$ cat src/rtl/core/rsa_pkg.sv
// Shared types and constants for the running statistics aggregator.
package rsa_pkg;

    localparam int MAX_LEVELS = 256;
    localparam int HIST_DEPTH = MAX_LEVELS + 2;
    localparam int HIST_AW    = $clog2(HIST_DEPTH);
    localparam int CFG_IW     = 3;
    localparam int QUEUE_DEPTH = 2;

    localparam logic [CFG_IW-1:0] CFG_KIND        = 3'd0;
    localparam logic [CFG_IW-1:0] CFG_START_VALUE = 3'd1;
    localparam logic [CFG_IW-1:0] CFG_HIST_BASE   = 3'd2;
    localparam logic [CFG_IW-1:0] CFG_HIST_STEP   = 3'd3;
    localparam logic [CFG_IW-1:0] CFG_HIST_LEVELS = 3'd4;

    typedef enum logic [2:0] {
        K_MIN   = 3'd0,
        K_MAX   = 3'd1,
        K_COUNT = 3'd2,
        K_SUM   = 3'd3,
        K_AVG   = 3'd4,
        K_SDEV  = 3'd5,
        K_HIST  = 3'd6
    } t_kind;

    typedef enum logic [3:0] {
        ST_CLEAR, ST_IDLE, ST_EXEC,
        ST_MUL0, ST_MUL1, ST_MUL2, ST_SQL, ST_SQH, ST_ACL, ST_ACH,
        ST_HDIV, ST_HIDX, ST_HRD, ST_HWR, ST_DONE
    } t_state;

    typedef struct packed {
        logic               valid;
        t_kind              kind;
        logic signed [63:0] sample;
        logic [63:0]        increment;
    } t_item;

    typedef struct packed {
        logic signed [63:0] start_value;
        logic signed [31:0] hist_base;
        logic [15:0]        hist_step;
        logic [8:0]         hist_levels;
    } t_cfg;

endpackage

$ cat src/rtl/core/rsa_front.sv
// Front end: input request queue, tags each request with the current kind.
module rsa_front (
    input  logic          i_clk,
    input  logic          i_rst_n,
    input  logic          push,
    output logic          full,
    input  logic signed [63:0] i_sample,
    input  logic [63:0]   i_increment,
    input  rsa_pkg::t_kind i_kind,
    input  logic          i_clearing,
    input  logic          i_take,
    output rsa_pkg::t_item o_item
);
    import rsa_pkg::*;

    t_item      r_q [QUEUE_DEPTH];
    logic       r_wp, r_rp;
    logic [1:0] r_cnt;
    logic       push_ok;

    assign full    = (r_cnt == 2'(QUEUE_DEPTH)) || i_clearing;
    assign push_ok = push && !full;

    always_ff @(posedge i_clk) begin
        if (!i_rst_n) begin
            r_wp  <= 1'b0;
            r_rp  <= 1'b0;
            r_cnt <= 2'd0;
        end else begin
            if (push_ok) r_wp <= ~r_wp;
            if (i_take)  r_rp <= ~r_rp;
            r_cnt <= r_cnt + 2'(push_ok) - 2'(i_take);
        end
    end

    always_ff @(posedge i_clk) begin
        if (push_ok) begin
            r_q[r_wp].valid     <= 1'b1;
            r_q[r_wp].kind      <= i_kind;
            r_q[r_wp].sample    <= i_sample;
            r_q[r_wp].increment <= i_increment;
        end
    end

    always_comb begin
        o_item       = r_q[r_rp];
        o_item.valid = (r_cnt != 2'd0);
    end

    a_take_nonempty: assert property (@(posedge i_clk) disable iff (!i_rst_n)
        i_take |-> r_cnt != 2'd0) else $error("take from empty queue");
    a_fill_count: assert property (@(posedge i_clk) disable iff (!i_rst_n)
        push_ok && !i_take |=> r_cnt == $past(r_cnt) + 2'd1) else $error("queue count");

endmodule

$ cat config.mk
export PLATFORM = sky130hd
export DESIGN_NAME = rsa_front
export DESIGN_NICKNAME = d
export VERILOG_FILES = /design/src/rtl/core/rsa_pkg.sv /design/src/rtl/core/rsa_front.sv
export SDC_FILE = /design/constraint.sdc
export NUM_CORES = 1
export LEC_CHECK = 0
export BUFFER_PORTS_ARGS = -buffer_cell sky130_fd_sc_hd__buf_2
export CAP_MARGIN = 20
export CORE_MARGIN = 2
export CORE_UTILIZATION = 25
export CTS_BUF_LIST = sky130_fd_sc_hd__clkbuf_16
export CTS_CLUSTER_SIZE = 16
export DETAILED_ROUTE_END_ITERATION = 10
export PLACE_DENSITY_LB_ADDON = 0.05
export SLEW_MARGIN = 30
export SYNTH_ARGS = -nofsm -noshare
export SYNTH_HDL_FRONTEND = slang
export SYNTH_SLANG_ARGS = --single-unit
$ cat constraint.sdc
create_clock -name i_clk -period 6.7 [get_ports i_clk]
set_input_delay 0.335 -clock i_clk [delete_from_list [all_inputs] [get_ports i_clk]]
set_output_delay 0.335 -clock i_clk [all_outputs]
set_load 0.005 [all_outputs]
==> results.md <==
- The run finished with clean final reports.
- The worst hold path passes through 2 cells.
- The post-route worst setup slack is 3.838 ns.
- In this run, distinct cell masters in the synthesized netlist total 18.
- For this block, the initial DRC count from the detailed router was 182.
- For met1 alone, demand over resource in global routing was 0.1268.
- The number of buffers added for setup after CTS is 0.
- In the synthesized netlist, the number of instances is 433.
- The post-route antenna net violation count is 0.
- The floorplan has 73 rows.
- In the final layout, the share of cells above drive strength 1 is 0.5062.
- The number of sinks handled by clock tree synthesis is 267.
- sky130_fd_sc_hd__edfxtp_1 is the most common cell in the netlist.
- On the final layout, the worst clock skew is 0.008416 ns.
- Once layout is complete, the utilization of the core stands at 0.3580.
- The initial cell density of the core is 0.2533.
- From synthesis to final layout, the design area changed by 41.33%.
- The critical path is of the reg -> out type.
- The clock slew seen by the registers of the worst setup and hold paths is 0.06 ns.
- The worst hold slack is 0.05567 ns.
- The flop and latch count out of synthesis is 267.
- The met2 demand-to-capacity share in global routing is 0.1877.
- In this run, post-CTS hold repair placed between 100 and 150 buffers.
- The hold path startpoint is i_rst_n.
- In the synthesized netlist, the cells that appear most often are 262 x sky130_fd_sc_hd__edfxtp_1, 90 x sky130_fd_sc_hd__mux2_4, 41 x sky130_fd_sc_hd__mux2_2, 10 x sky130_fd_sc_hd__buf_6, 5 x sky130_fd_sc_hd__dfxtp_1.
- The area share of the leading cell type in the synthesized netlist is 0.7818.
- In this run the number of H-tree levels came out at 1.
- Dividing the final minimum period by the clock period gives 0.4272.
- For the finished layout, the period the worst path requires is 2.862 ns.
- The congestion estimate from routability-driven global placement came to 0.7084.
- In this run, synthesis inferred 262 flip-flops with an integrated enable.
- The timing-limited maximum frequency is 349.4 MHz.
- In this run the vertical extent of the chip is 204.6 um.
- During synthesis, Yosys emitted a total of 0 warnings.
- Data on the critical path is required at its endpoint by 6.36 ns.
- The final wirelength is 23730 um.
- The worst voltage drop across the vdd grid is 0.0002012 V.
- The sum of negative setup slack is 0 ns.
- The path class of the tightest hold or removal check is in -> reg.
- The number of inserted filler cells in the final layout is 3836.
- The CTS tree is yes.
- The number of cells in the design after placement is 1219.
- The repair_antennas step left the layout with diodes totalling 0.
- The first-pass iteration count of the detailed router is 4.
- The clock tree root buffer cell is sky130_fd_sc_hd__clkbuf_16.
- The terminus of the critical flop-to-flop path is r_q[0][79].
- The depth of the worst register-to-register path is 5.
- The sequential element share of the synthesized area is 0.7917.
- Setup repair after global routing left no endpoint under its margin.
- 269 I/O pins were placed.
- The reg-to-reg startpoint is r_cnt[0].
- The count of buffers added on input and output ports is 268.
- The number of hold violations in the final report is 0.
- After the last flow step, the layout net total stands at ~1000.
- The number of remaining DRC errors is 0.
- The slew at the pin closest to its max-slew limit is about 0.81 ns.
- The initial antenna violation count is 0.
- The most used routing layer is met2.
- The routed layout has 5558 vias.
- Headroom to the max-slew limit came out at 0.4632.
- In this run the worst path has a maximum fanout of 30.
- The signal arrival time at the worst endpoint is roughly 2.5 ns.
- The later-pin clock latency in the skew report is 0.56 ns.
- The power density normalized to cell area is 275.2 nW/um^2.
- The met3 capacity usage during global routing is 0.03420.
- The total area inside the core boundary comes to 39730 sq um.
- OpenSTA, run right after detailed placement, puts the worst setup slack at 4.022 ns.
- The detail-routed net length per standard cell is 16.87 um.
- The leakage component of the power is 5.465 nW.
- The via count normalized by instance count is 3.953.
- The setup check on the worst reg-to-reg path leaves a slack of 4.13 ns.
- The number of max-capacitance violations reported is 0.
- Leaving out filler cells and counting taps, the final layout contains 1406.
- TritonCTS created 31 clock buffers.
- The cell taking the most area after synthesis is sky130_fd_sc_hd__edfxtp_1.
- The number of global-route vias before repair is 6166.
- The post-cts gate resize count is 0.
- The path with the worst hold slack has its endpoint at r_rp.
- After synthesis the cells add up to 10060 sq um.
- The dominant register cell in the synthesized netlist is sky130_fd_sc_hd__edfxtp_1.
- Once detailed placement completed, the half-perimeter wirelength came to approximately 16000 um.
- The largest net degree at the start of global routing is 69.
- The die area is roughly 42000 sq um.
- The type of origin of the critical path is a flip-flop.
- The maximum number of buffers from clock root to sink is 3.
- The overall die width is 204.6 um.
- The number of nets in the synthesized netlist is 571.
- STA classifies the critical path endpoint as a primary output.
- For this run, the total global-route usage over all layers was measured as 0.1083.
- The number of pins exceeding their max-slew limit in the final report is 0.
- After synthesis, the share of flip-flops with an asynchronous set or reset is 0.
- Yosys attributes the largest share of cell area to sky130_fd_sc_hd__edfxtp_1 78%, sky130_fd_sc_hd__mux2_4 13%, sky130_fd_sc_hd__mux2_2 4.6%, sky130_fd_sc_hd__buf_6 1.1%, sky130_fd_sc_hd__dfxtp_1 0.99%.
- Dividing the synthesized area by the synthesized cell count gives about 23 sq um.
- Setup violations remaining at the end of the flow were counted as 0.
- The total grt overflow is 0.
- The first-pass GRT wire length is 34740 um.
area by class of cell:
type	instances	area, sq um	area share
repair buffers	407	2756	0.1938
well taps	525	656.9	0.04619
multi-input cells	149	1956	0.1375
clock buffers	31	775.7	0.05454
flip-flops and latches	267	7971	0.5605
inverters	2	7.507	0.0005278
clock inverters	25	98.84	0.006950
cell usage in the layout (no fill, tap or decap):
master	instances
sky130_fd_sc_hd__edfxtp_1	262
sky130_fd_sc_hd__dfxtp_4	1
sky130_fd_sc_hd__or2_2	1
sky130_fd_sc_hd__ha_1	2
sky130_fd_sc_hd__clkinv_2	4
sky130_fd_sc_hd__mux2i_1	1
sky130_fd_sc_hd__mux2_2	41
sky130_fd_sc_hd__clkbuf_16	31
sky130_fd_sc_hd__clkinv_1	10
sky130_fd_sc_hd__buf_4	3
sky130_fd_sc_hd__inv_1	13
sky130_fd_sc_hd__nand3b_1	1
sky130_fd_sc_hd__nand2_1	2
sky130_fd_sc_hd__buf_2	268
sky130_fd_sc_hd__dlygate4sd3_1	131
sky130_fd_sc_hd__buf_6	3
sky130_fd_sc_hd__and2_1	4
sky130_fd_sc_hd__buf_16	1
sky130_fd_sc_hd__nand2b_1	2
sky130_fd_sc_hd__dfxtp_1	4
sky130_fd_sc_hd__xor2_1	1
sky130_fd_sc_hd__xnor2_1	2
sky130_fd_sc_hd__nor2_4	2
sky130_fd_sc_hd__buf_12	1
sky130_fd_sc_hd__mux2_4	90
worst max path at each step:
stage | from | end | slack (ns) | cells past startpoint
2_1_floorplan | r_cnt[0] | r_q[0][0] | 0.02 | 3
3_3_place_gp | i_clearing | r_q[0][119] | 3.84 | 4
3_5_place_dp | i_clearing | r_q[0][72] | 4.02 | 5
4_1_cts | flip-flop | o_item[17] | 3.63 | 3
5_1_grt | flip-flop | o_item[130] | 3.67 | 4
6_report | flip-flop | o_item[130] | 3.84 | 4
state kept, by name (all words and copies together) (netlist names), named ones only:
register and cells:
r_wp 1, r_rp 1, r_q 262, r_cnt 2
routing by layer:
layer	wire, um	vias up
met5	0	-
met1	9477	2763
met3	1733	46
li1	-	2574
met4	680	0
met2	11830	175
worst max-delay path: stages (launching register included):
cell                      delay (ns)
sky130_fd_sc_hd__dfxtp_4        0.58
sky130_fd_sc_hd__buf_4          0.59
sky130_fd_sc_hd__buf_12         0.29
sky130_fd_sc_hd__mux2_2         0.36
sky130_fd_sc_hd__buf_2          0.12
power by group:
part / internal [mW] / leakage, nW / switching (mW)
Clock: 0.824 / 0.472 / 0.633
Combinational: 0.273 / 2.55 / 0.215
Sequential: 1.94 / 2.44 / 0.0272
Total: 3.04 / 5.46 / 0.875
stage by stage:
step | total power [mW] | cell area [sq um]
after global placement | 2.429 | 11980
final | 3.914 | 14220
after detailed placement | 2.444 | 12030
after CTS | 4.003 | 14210
after floorplan | 2.257 | 10060
after global routing | 4.093 | 14220
cell families after synthesis:
| family | count (synthesis) | synth area share |
|---|---|---|
| flops | 267 | 0.7917 |
| mux | 132 | 0.1812 |
| buf+inv | 17 | 0.01542 |
| simple gates | 12 | 0.006590 |
| xor+xnor | 3 | 0.002611 |
| fa+ha+maj | 2 | 0.002486 |
(Power assumes the default switching activity.)
